==> config.mk <==
export PLATFORM = sky130hd
export DESIGN_NAME = ahci_command_descriptor_builder
export DESIGN_NICKNAME = d
export VERILOG_FILES = /design/src/hdl/acdb_pkg.sv /design/src/hdl/acdb_front.sv /design/src/hdl/acdb_emit.sv /design/src/hdl/ahci_command_descriptor_builder.sv
export SDC_FILE = /design/constraint.sdc
export NUM_CORES = 1
export LEC_CHECK = 0
export BUFFER_PORTS_ARGS = -buffer_cell sky130_fd_sc_hd__buf_2
export CORE_ASPECT_RATIO = 2
export CORE_MARGIN = 8
export CORE_UTILIZATION = 31
export CTS_BUF_LIST = sky130_fd_sc_hd__clkbuf_8
export DETAILED_ROUTE_END_ITERATION = 7
export PLACE_DENSITY = 0.5
export REMOVE_ABC_BUFFERS = 1
export SYNTH_ARGS = -nofsm -noshare
export SYNTH_HDL_FRONTEND = slang
export SYNTH_SLANG_ARGS = --single-unit
==> constraint.sdc <==
create_clock -name clk -period 14.2 [get_ports clk]
set_input_delay 2.84 -clock clk [delete_from_list [all_inputs] [get_ports clk]]
set_output_delay 2.84 -clock clk [all_outputs]
set_load 0.005 [all_outputs]
==> src/hdl/acdb_pkg.sv <==
package acdb_pkg;

    // Build-time sizing
    localparam int unsigned MAX_PRD_ENTRIES   = 8;
    localparam int unsigned SECTORS_PER_ENTRY = 16;
    localparam int unsigned SLOT_COUNT        = 32;

    // Fixed field widths
    localparam int unsigned CMD_W     = 1;
    localparam int unsigned LBA_W     = 48;
    localparam int unsigned COUNT_W   = 16;
    localparam int unsigned ADDR_W    = 64;
    localparam int unsigned BUSY_W    = 32;
    localparam int unsigned SLOT_W    = 5;
    localparam int unsigned ENTRY_W   = 4;
    localparam int unsigned OPCODE_W  = 8;
    localparam int unsigned BYTES_W   = 13;

    localparam int unsigned SECTOR_SHIFT = 9;

    // Derived sizes
    localparam int unsigned MAX_SECTORS = MAX_PRD_ENTRIES * SECTORS_PER_ENTRY;
    localparam int unsigned REM_W       = $clog2(MAX_SECTORS + 1);
    localparam int unsigned K_W         = $clog2(MAX_PRD_ENTRIES + 1);
    localparam int unsigned SBYTES_W    = REM_W + SECTOR_SHIFT;

    localparam logic [ADDR_W-1:0] CHUNK_BYTES =
        ADDR_W'(SECTORS_PER_ENTRY) << SECTOR_SHIFT;

    localparam logic [OPCODE_W-1:0] OP_READ_DMA_EXT  = 8'h25;
    localparam logic [OPCODE_W-1:0] OP_WRITE_DMA_EXT = 8'h35;

    typedef enum logic [1:0] {
        ST_OK       = 2'd0,
        ST_NO_SLOT  = 2'd1,
        ST_TOO_MANY = 2'd2,
        ST_ZERO     = 2'd3
    } status_t;

    typedef enum logic {
        REC_HEADER = 1'b0,
        REC_PRD    = 1'b1
    } rec_kind_t;

    typedef struct packed {
        logic [CMD_W-1:0]   command;
        logic [LBA_W-1:0]   lba;
        logic [COUNT_W-1:0] sector_count;
        logic [ADDR_W-1:0]  buffer_address;
        logic [BUSY_W-1:0]  busy_slots;
    } request_t;

    typedef struct packed {
        status_t             status;
        logic [SLOT_W-1:0]   slot;
        logic                write_flag;
        logic [ENTRY_W-1:0]  entry_count;
        logic [LBA_W-1:0]    lba;
        logic [COUNT_W-1:0]  count;
        logic [ADDR_W-1:0]   buffer_address;
    } cmd_t;

endpackage

==> src/hdl/acdb_front.sv <==
module acdb_front
    import acdb_pkg::*;
(
    input  logic     clk,
    input  logic     rst_n,
    input  logic     req_valid,
    output logic     req_stall,
    input  request_t request,
    output logic     cmd_valid,
    output cmd_t     cmd,
    input  logic     cmd_take
);

    logic     a_valid_reg, a_valid_next;
    request_t a_req_reg;
    logic     b_valid_reg, b_valid_next;
    cmd_t     b_cmd_reg, b_cmd_next;

    logic                a_free, b_free;
    logic                slot_found;
    logic [SLOT_W-1:0]   slot_sel;
    logic [ENTRY_W-1:0]  entries;
    logic [BUSY_W-1:0]   busy;

    // Advance each stage when the one below is free or moving on
    assign b_free    = !b_valid_reg || cmd_take;
    assign a_free    = !a_valid_reg || b_free;
    assign req_stall = !a_free;

    // Lowest free slot among the implemented ones
    always_comb
    begin
        busy       = a_req_reg.busy_slots;
        slot_found = 1'b0;
        slot_sel   = '0;
        for (int s = SLOT_COUNT - 1; s >= 0; s--)
        begin
            if (!busy[s])
            begin
                slot_found = 1'b1;
                slot_sel   = SLOT_W'(s);
            end
        end
    end

    // Count PRD entries as the number of entry boundaries below the count
    always_comb
    begin
        entries = '0;
        for (int k = 0; k < MAX_PRD_ENTRIES; k++)
        begin
            if (a_req_reg.sector_count > COUNT_W'(k * SECTORS_PER_ENTRY))
            begin
                entries = entries + ENTRY_W'(1);
            end
        end
    end

    // Classify the request and assemble the command
    always_comb
    begin
        b_cmd_next.slot           = slot_sel;
        b_cmd_next.write_flag     = a_req_reg.command[0];
        b_cmd_next.entry_count    = entries;
        b_cmd_next.lba            = a_req_reg.lba;
        b_cmd_next.count          = a_req_reg.sector_count;
        b_cmd_next.buffer_address = a_req_reg.buffer_address;
        if (!slot_found)
        begin
            b_cmd_next.status = ST_NO_SLOT;
        end
        else if (a_req_reg.sector_count == '0)
        begin
            b_cmd_next.status = ST_ZERO;
        end
        else if (a_req_reg.sector_count > COUNT_W'(MAX_SECTORS))
        begin
            b_cmd_next.status = ST_TOO_MANY;
        end
        else
        begin
            b_cmd_next.status = ST_OK;
        end
    end

    // Valid bits travel with the data
    always_comb
    begin
        a_valid_next = a_free ? req_valid : a_valid_reg;
        b_valid_next = b_free ? a_valid_reg : b_valid_reg;
    end

    always_ff @(posedge clk or negedge rst_n)
    begin
        if (!rst_n)
        begin
            a_valid_reg <= 1'b0;
            b_valid_reg <= 1'b0;
        end
        else
        begin
            a_valid_reg <= a_valid_next;
            b_valid_reg <= b_valid_next;
        end
    end

    // Hold payload while a stage waits
    always_ff @(posedge clk)
    begin
        if (a_free)
        begin
            a_req_reg <= request;
        end
        if (b_free)
        begin
            b_cmd_reg <= b_cmd_next;
        end
    end

    assign cmd_valid = b_valid_reg;
    assign cmd       = b_cmd_reg;

endmodule

==> src/hdl/acdb_emit.sv <==
module acdb_emit
    import acdb_pkg::*;
(
    input  logic                 clk,
    input  logic                 rst_n,
    input  logic                 cmd_valid,
    input  cmd_t                 cmd,
    output logic                 cmd_take,
    output logic                 rsp_valid,
    input  logic                 rsp_stall,
    output logic [1:0]           status,
    output logic                 record_kind,
    output logic [SLOT_W-1:0]    slot,
    output logic                 write_flag,
    output logic [OPCODE_W-1:0]  ata_opcode,
    output logic [ENTRY_W-1:0]   entry_count,
    output logic [LBA_W-1:0]     lba_out,
    output logic [COUNT_W-1:0]   count_out,
    output logic [ADDR_W-1:0]    entry_address,
    output logic [BYTES_W-1:0]   entry_byte_count,
    output logic                 last
);

    // Sequencer state
    logic               em_valid_reg, em_valid_next;
    cmd_t               em_cmd_reg;
    logic [K_W-1:0]     k_reg, k_next;
    logic [ADDR_W-1:0]  addr_reg, addr_next;
    logic [REM_W-1:0]   rem_reg, rem_next;

    // Output register
    logic                 rsp_valid_reg, rsp_valid_next;
    status_t              status_reg, status_next;
    rec_kind_t            kind_reg, kind_next;
    logic [SLOT_W-1:0]    slot_reg, slot_next;
    logic                 write_reg, write_next;
    logic [OPCODE_W-1:0]  opcode_reg, opcode_next;
    logic [ENTRY_W-1:0]   entries_reg, entries_next;
    logic [LBA_W-1:0]     lba_reg, lba_next;
    logic [COUNT_W-1:0]   count_reg, count_next;
    logic [ADDR_W-1:0]    eaddr_reg, eaddr_next;
    logic [BYTES_W-1:0]   ebytes_reg, ebytes_next;
    logic                 last_reg, last_next;

    logic                 out_free, fire, is_ok, rec_last, load;
    logic [REM_W-1:0]     secs;
    logic [SBYTES_W-1:0]  sec_bytes;

    assign out_free = !rsp_valid_reg || !rsp_stall;
    assign fire     = em_valid_reg && out_free;
    assign is_ok    = (em_cmd_reg.status == ST_OK);
    assign rec_last = !is_ok || (k_reg == em_cmd_reg.entry_count[K_W-1:0]);
    assign cmd_take = !em_valid_reg || (fire && rec_last);
    assign load     = cmd_take && cmd_valid;

    // Size of the current PRD entry: full chunk, or what remains on the last one
    assign secs      = rec_last ? rem_reg : REM_W'(SECTORS_PER_ENTRY);
    assign sec_bytes = {secs, {SECTOR_SHIFT{1'b0}}} - SBYTES_W'(1);

    // Step through header and entries; take the next command on the last record
    always_comb
    begin
        em_valid_next = em_valid_reg;
        k_next        = k_reg;
        addr_next     = addr_reg;
        rem_next      = rem_reg;
        if (cmd_take)
        begin
            em_valid_next = cmd_valid;
            k_next        = '0;
            addr_next     = cmd.buffer_address;
            rem_next      = REM_W'(cmd.count);
        end
        else if (fire)
        begin
            k_next = k_reg + K_W'(1);
            if (k_reg != '0)
            begin
                addr_next = addr_reg + CHUNK_BYTES;
                rem_next  = rem_reg - REM_W'(SECTORS_PER_ENTRY);
            end
        end
    end

    // Form the record for the output register
    always_comb
    begin
        rsp_valid_next = out_free ? fire : rsp_valid_reg;
        status_next    = em_cmd_reg.status;
        kind_next      = REC_HEADER;
        slot_next      = '0;
        write_next     = 1'b0;
        opcode_next    = '0;
        entries_next   = '0;
        lba_next       = '0;
        count_next     = '0;
        eaddr_next     = '0;
        ebytes_next    = '0;
        last_next      = rec_last;
        if (is_ok)
        begin
            slot_next    = em_cmd_reg.slot;
            write_next   = em_cmd_reg.write_flag;
            opcode_next  = em_cmd_reg.write_flag ? OP_WRITE_DMA_EXT : OP_READ_DMA_EXT;
            entries_next = em_cmd_reg.entry_count;
            lba_next     = em_cmd_reg.lba;
            count_next   = em_cmd_reg.count;
            if (k_reg != '0)
            begin
                kind_next   = REC_PRD;
                eaddr_next  = addr_reg;
                ebytes_next = BYTES_W'(sec_bytes);
            end
        end
    end

    always_ff @(posedge clk or negedge rst_n)
    begin
        if (!rst_n)
        begin
            em_valid_reg  <= 1'b0;
            k_reg         <= '0;
            rsp_valid_reg <= 1'b0;
        end
        else
        begin
            em_valid_reg  <= em_valid_next;
            k_reg         <= k_next;
            rsp_valid_reg <= rsp_valid_next;
        end
    end

    // Payload registers: capture on load or fire, hold otherwise
    always_ff @(posedge clk)
    begin
        addr_reg <= addr_next;
        rem_reg  <= rem_next;
        if (load)
        begin
            em_cmd_reg <= cmd;
        end
        if (fire)
        begin
            status_reg  <= status_next;
            kind_reg    <= kind_next;
            slot_reg    <= slot_next;
            write_reg   <= write_next;
            opcode_reg  <= opcode_next;
            entries_reg <= entries_next;
            lba_reg     <= lba_next;
            count_reg   <= count_next;
            eaddr_reg   <= eaddr_next;
            ebytes_reg  <= ebytes_next;
            last_reg    <= last_next;
        end
    end

    assign rsp_valid        = rsp_valid_reg;
    assign status           = status_reg;
    assign record_kind      = kind_reg;
    assign slot             = slot_reg;
    assign write_flag       = write_reg;
    assign ata_opcode       = opcode_reg;
    assign entry_count      = entries_reg;
    assign lba_out          = lba_reg;
    assign count_out        = count_reg;
    assign entry_address    = eaddr_reg;
    assign entry_byte_count = ebytes_reg;
    assign last             = last_reg;

    // A rejected command never gets past its single record
    a_reject_one_record: assert property (@(posedge clk) disable iff (!rst_n)
        (em_valid_reg && !is_ok) |-> (k_reg == '0))
        else $error("rejected command stepped beyond its status record");

    // The record counter stays within the command's entry count
    a_k_in_range: assert property (@(posedge clk) disable iff (!rst_n)
        (em_valid_reg && is_ok) |-> (k_reg <= em_cmd_reg.entry_count[K_W-1:0]))
        else $error("record counter ran past the entry count");

    // A command is held until its last record has gone out
    a_hold_until_last: assert property (@(posedge clk) disable iff (!rst_n)
        (fire && !rec_last) |=> em_valid_reg)
        else $error("command dropped before its last record");

    // Status records are single headers that close the transaction
    a_reject_shape: assert property (@(posedge clk) disable iff (!rst_n)
        (rsp_valid_reg && (status_reg != ST_OK)) |-> (last_reg && (kind_reg == REC_HEADER)))
        else $error("rejection record is not a closing header");

endmodule

==> src/hdl/ahci_command_descriptor_builder.sv <==
// An accepted request moves through front stages A and B and the emitter's command
// register into the output register. Throughput: one result record per cycle at the
// output register while rsp_stall is low; a request gives entry_count + 1 records (one
// when rejected), so up to 9. Two more requests are taken while one is emitting.
// Reset (rst_n, asynchronous, active low) clears the valid bits and record counter only.
module ahci_command_descriptor_builder
    import acdb_pkg::*;
(
    input  logic                 clk,
    input  logic                 rst_n,
    input  logic                 req_valid,
    output logic                 req_stall,
    input  logic [CMD_W-1:0]     command,
    input  logic [LBA_W-1:0]     lba,
    input  logic [COUNT_W-1:0]   sector_count,
    input  logic [ADDR_W-1:0]    buffer_address,
    input  logic [BUSY_W-1:0]    busy_slots,
    output logic                 rsp_valid,
    input  logic                 rsp_stall,
    output logic [1:0]           status,
    output logic                 record_kind,
    output logic [SLOT_W-1:0]    slot,
    output logic                 write_flag,
    output logic [OPCODE_W-1:0]  ata_opcode,
    output logic [ENTRY_W-1:0]   entry_count,
    output logic [LBA_W-1:0]     lba_out,
    output logic [COUNT_W-1:0]   count_out,
    output logic [ADDR_W-1:0]    entry_address,
    output logic [BYTES_W-1:0]   entry_byte_count,
    output logic                 last
);

    request_t request;
    cmd_t     cmd;
    logic     cmd_valid;
    logic     cmd_take;

    // Gather the request fields
    assign request.command        = command;
    assign request.lba            = lba;
    assign request.sector_count   = sector_count;
    assign request.buffer_address = buffer_address;
    assign request.busy_slots     = busy_slots;

    acdb_front u_front (
        .clk       (clk),
        .rst_n     (rst_n),
        .req_valid (req_valid),
        .req_stall (req_stall),
        .request   (request),
        .cmd_valid (cmd_valid),
        .cmd       (cmd),
        .cmd_take  (cmd_take)
    );

    acdb_emit u_emit (
        .clk              (clk),
        .rst_n            (rst_n),
        .cmd_valid        (cmd_valid),
        .cmd              (cmd),
        .cmd_take         (cmd_take),
        .rsp_valid        (rsp_valid),
        .rsp_stall        (rsp_stall),
        .status           (status),
        .record_kind      (record_kind),
        .slot             (slot),
        .write_flag       (write_flag),
        .ata_opcode       (ata_opcode),
        .entry_count      (entry_count),
        .lba_out          (lba_out),
        .count_out        (count_out),
        .entry_address    (entry_address),
        .entry_byte_count (entry_byte_count),
        .last             (last)
    );

endmodule
# Yosys cells after proc, flatten, opt, wreduce, memory -nomap -nowiden
# Index checks and enable logic that the tools add are counted.
[op_classes]
addsub = 11
magnitude_cmp = 9
n_eq_ne = 1
mux = 84
bitwise_logic = 1
reduce_logical = 27
[op_table]
columns = ["operator", "count"]
rows = [
  ["64-bit two-way mux", 3],
  ["5-bit two-way mux", 17],
  ["4-bit two-way mux", 18],
  ["64-bit by 14-bit adder with 64-bit output (second input constant)", 1],
  ["16-bit by 7-bit > comparator with 1-bit output (second input constant)", 4],
  ["1-bit two-way mux", 35],
  ["16-bit by 6-bit > comparator with 1-bit output (second input constant)", 2],
  ["4-bit by 1-bit adder with 4-bit output (second input constant)", 7],
  ["8-bit two-way mux", 3],
  ["16-bit by 1-bit > comparator with 1-bit output (second input constant)", 1],
  ["16-bit by 5-bit > comparator with 1-bit output (second input constant)", 1],
  ["16-bit by 8-bit > comparator with 1-bit output (second input constant)", 1],
  ["16-bit logical NOT", 1],
  ["16-bit AND reduction", 1],
  ["13-bit by 1-bit subtractor with 13-bit output (second input constant)", 1],
  ["3-bit two-way mux", 4],
  ["2-bit two-way mux", 4],
  ["8-bit AND reduction", 1],
  ["8-bit by 5-bit subtractor with 8-bit output (second input constant)", 1],
  ["1-bit logical NOT", 7],
  ["2-bit AND reduction", 3],
  ["1-bit logical OR", 5],
  ["4-bit == test", 1],
  ["4-bit AND reduction", 1],
  ["other kinds (7)", 10],
]
[word_totals]
ff_bits = 620
input_bits = 165
word_cells = 174

# Logic depth before layout (Yosys ltp)
[logic_depth]
ltp_word = 34
ltp_mapped = 26
mapped_depth_nobuf = 25

# Modules after synthesis
# A second synthesis with hierarchy kept.
[hier_totals]
cells_unflattened = 1277
area_unflattened_um2 = 22281.4
[by_module_without_submodules]
columns = ["mod", "instances", "cells_each", "area_per_inst_um2"]
rows = [
  ["acdb_emit", 1, 820, 12181.7],
  ["acdb_front", 1, 457, 10099.7],
]

# Worst setup path after synthesis
# Ideal clock, no wire load.
[synth_path]
path_kind = "input -> output"
startpoint = "in rsp_stall"
endpoint = "out req_stall"
arrival_time_ps = 7800
required_ps = 11360
setup_slack_ps = 3560
path_stages = 6
n_path_buf = 1
path_cell_list = "nand2_1 -> nand2_1 -> and2_1 -> clkbuf_1 -> nand3_1 -> inv_1"
[synth_via]
elab_chain_cells = 8
[synth_lines]
columns = ["element", "line", "rtl"]
rows = [
  ["from (decl)", "ahci_command_descriptor_builder.sv:19", "input logic rsp_stall,"],
  ["1-bit logical NOT", "acdb_emit.sv:49", "assign out_free = !rsp_valid_reg || !rsp_stall;"],
  ["1-bit logical OR", "acdb_emit.sv:49", ""],
  ["1-bit logical AND", "acdb_emit.sv:50", "assign fire = em_valid_reg && out_free;"],
  ["1-bit logical AND", "acdb_emit.sv:53", "assign cmd_take = !em_valid_reg || (fire && rec_last);"],
  ["1-bit logical OR", "acdb_emit.sv:53", ""],
  ["1-bit logical OR", "acdb_front.sv:26", "assign b_free = !b_valid_reg || cmd_take;"],
  ["1-bit logical OR", "acdb_front.sv:27", "assign a_free = !a_valid_reg || b_free;"],
  ["1-bit logical NOT", "acdb_front.sv:28", "assign req_stall = !a_free;"],
  ["to (decl)", "ahci_command_descriptor_builder.sv:12", "output logic req_stall,"],
]
# No other way between the ends.

# Worst setup path after layout
# Ends and elaborated chain as after synthesis.

==> results.yml <==
status:
  status: "finished clean"
timing:
  setup_tns_ns: 0
  clock_skew_ns: 0.0290
  min_period_over_period: 0.503
  worstMarginPinSlew_ns: 1.06
  rsz0062_at_grt: "false"
  setup_violations: 0
  relSlewSlack: 0.292
  max_freq_mhz: 140
  finalHoldViolations: 0
  post-route-min-period_ns: 7.15
  slew_violations: 0
global_routing:
  grtUsageTotal: 0.118
  grt_first_pass_wirelength_um: 72000
  grt_max_degree: 89
  grt-ovfl-total: 0
  antenna_found_initial: 11
  grt_pass1_vias: 11900
setup_path:
  cp.arrival_ns: 4.31
  cp.required_ns: 11.36
  cp_max_fo: 19
  worst_setup_path_start_kind: "input port"
  crit_type: "in2out"
  cp-end-kind: "output pin"
layout:
  syn_to_final_growth_pct: 19.7
  utilization: 0.373
  multiInputGateArea_sq_um: 3620
  drive_above_1_share: 0.276
  register_area_sq_um: 18000
  largest_reg_flops: 140
  fill_cells: 6728
  nNetsFinal: 1825
floorplanning:
  die_h_um: 392
  coreArea_sq_um: 70400
  num_rows: 138
  ios: 330
  die_area_sq_um: 80100
  fp.dieW_um: 204
  start_util: 0.312
drt:
  ant_nets: 0
  num_vias: 11600
  drt_iter0_markers: 715
  drc: 0
  routed_via_density: 4.39
  wire_per_inst_um: 18.4
  finalWirelength_um: 48500
  first_pass_iters: 6
place:
  dpl.hpwl_um: 32300
  port_buffers: 325
  place_congestion: 0.737
synth:
  synthArstFlopShare: 0.0133
  synth_area_sq_um: 21900
  synth_cell_types: 59
  synth.top_cells.by_area: "edfxtp_1 (81%), and2_1 (2.9%), and3_1 (2.1%)"
  synth.largest_area_cell: "edfxtp_1"
  yosysWarnings: 0
  synth_cells: 1274
  netlist_top_cells_count: "edfxtp_1 (593), and2_1 (101), nand2_1 (93)"
  synth_top_area_frac: 0.811
  synthMostInstantiatedCell: "edfxtp_1"
  ys_ff_latch: 601
  synth_top_flop_cell: "edfxtp_1"
  seq_area_frac_synth: 0.821
  synth_edf_count: 593
  synth.avg_cell_area_sq_um: 17.2
power:
  power.density_nw_per_um2: 147
  power_mw: 3.87
  peakVddDrop_uv: 86.9
  power.leakage_nw: 10.2
clock_tree:
  clock-root-buffer: "clkbuf_8"
  tritoncts: "done"
  clk-insertion-delay-late_ns: 0.68
  cts_setup_buffers: 0
  cts_max_level: 3
  cts_buffers: 88
  cts_hold_buf: 0
  post_cts_resized: 0
  clkSinkCount: 601
  clkTransAtPathRegs_ns: 0.07
  cts.path.max_buffers: 3
flow_run:
  drv_cap: 0
worst_hold_path:
  hp-class: "reg2reg"
-- cells by family (layout without fill, tap and decap cells) --
family / Yosys count / in the layout / synth area share
AO/OA/AOI/OAI: 108 / 108 / 0.0294
XOR/XNOR: 71 / 71 / 0.0287
multiplexers: 3 / 3 / 0.00148
flip-flops: 601 / 601 / 0.821
buffers and inverters: 84 / 525 / 0.0170
adder cells (fa/ha/maj): 11 / 11 / 0.00627
AND/OR/NAND/NOR: 395 / 395 / 0.0964
other: 1 / 12 / 0.000171
-- worst max-delay path, stage by stage --
cell	delay, ns
buf_2	0.09
nand2_1	0.13
nand2_1	0.10
and2_1	0.74
nand3_4	0.17
inv_1	0.12
buf_2	0.12
-- where the power goes --
group | total, mW | switching [mW] | leakage, nW | internal (mW)
clock network | 1.32 | 0.656 | 0.915 | 0.662
logic | 0.256 | 0.168 | 3.14 | 0.0882
registers | 2.30 | 0.0919 | 6.14 | 2.21
-- final cells by class --
| type | count | area share |
|---|---|---|
| diodes | 8 | 0.000762 |
| clock buffers | 89 | 0.0466 |
| clock inverters | 70 | 0.0160 |
| inverters | 25 | 0.00367 |
| multi-input cells | 592 | 0.138 |
| flip-flops and latches | 601 | 0.685 |
| well taps | 910 | 0.0433 |
| repair buffers | 341 | 0.0665 |
-- layer usage --
layer	GRT usage	part of all wire	vias to the layer above
li1	-	-	5502
met1	0.169	0.47	5462
met2	0.165	0.41	511
met3	0.0409	0.10	84
met4	0.0408	0.019	8
met5	0	0.0011	-
-- placed cells by master (no fill, tap or decap), types with 3 or more instances in the layout --
cell type / count
nor2b_1: 6
ha_1: 11
nand2_1: 90
edfxtp_1: 593
nor2_1: 41
nand4_1: 21
and2_1: 99
clkinv_2: 15
inv_1: 44
a21boi_0: 3
nand3_1: 27
buf_4: 16
a31oi_1: 8
clkinvlp_4: 4
conb_1: 4
diode_2: 8
a21oi_1: 18
bufinv_16: 4
buf_2: 325
o21ai_0: 57
clkbuf_8: 89
dfrtp_1: 8
or3_1: 4
and3_1: 73
clkinv_1: 24
xor2_1: 45
nand2b_1: 6
xnor2_1: 25
nor3_1: 5
-- through the flow --
stage	std cells	worst slack (ns)	instance area (sq um)	hold slack [ns]
after floorplan	1218	2.57	21700	0.400
after global placement	2469	6.98	24600	0.400
after detailed placement	2469	6.92	24600	0.405
after CTS	2628	6.92	26300	0.406
after global routing	2630	6.82	26300	0.416
final	2636	7.05	26300	0.397
-- worst paths after layout --
path                       depth (start not counted)                   start                     to  slack (ns)
hold reg to reg                                    0         u_front.cmd[79]  u_emit.em_cmd_reg[79]        0.40
setup reg to reg                                  23  u_front.a_req_reg[107]       u_front.cmd[130]        8.39
max in group asynchronous                          1                   rst_n        u_emit.k_reg[3]       11.98
hold / removal                                     0         u_front.cmd[79]  u_emit.em_cmd_reg[79]        0.40
min in group asynchronous                          1                   rst_n      u_front.cmd_valid        2.01
setup / recovery                                   7               rsp_stall              req_stall        7.05
(Power assumes the default switching activity.)
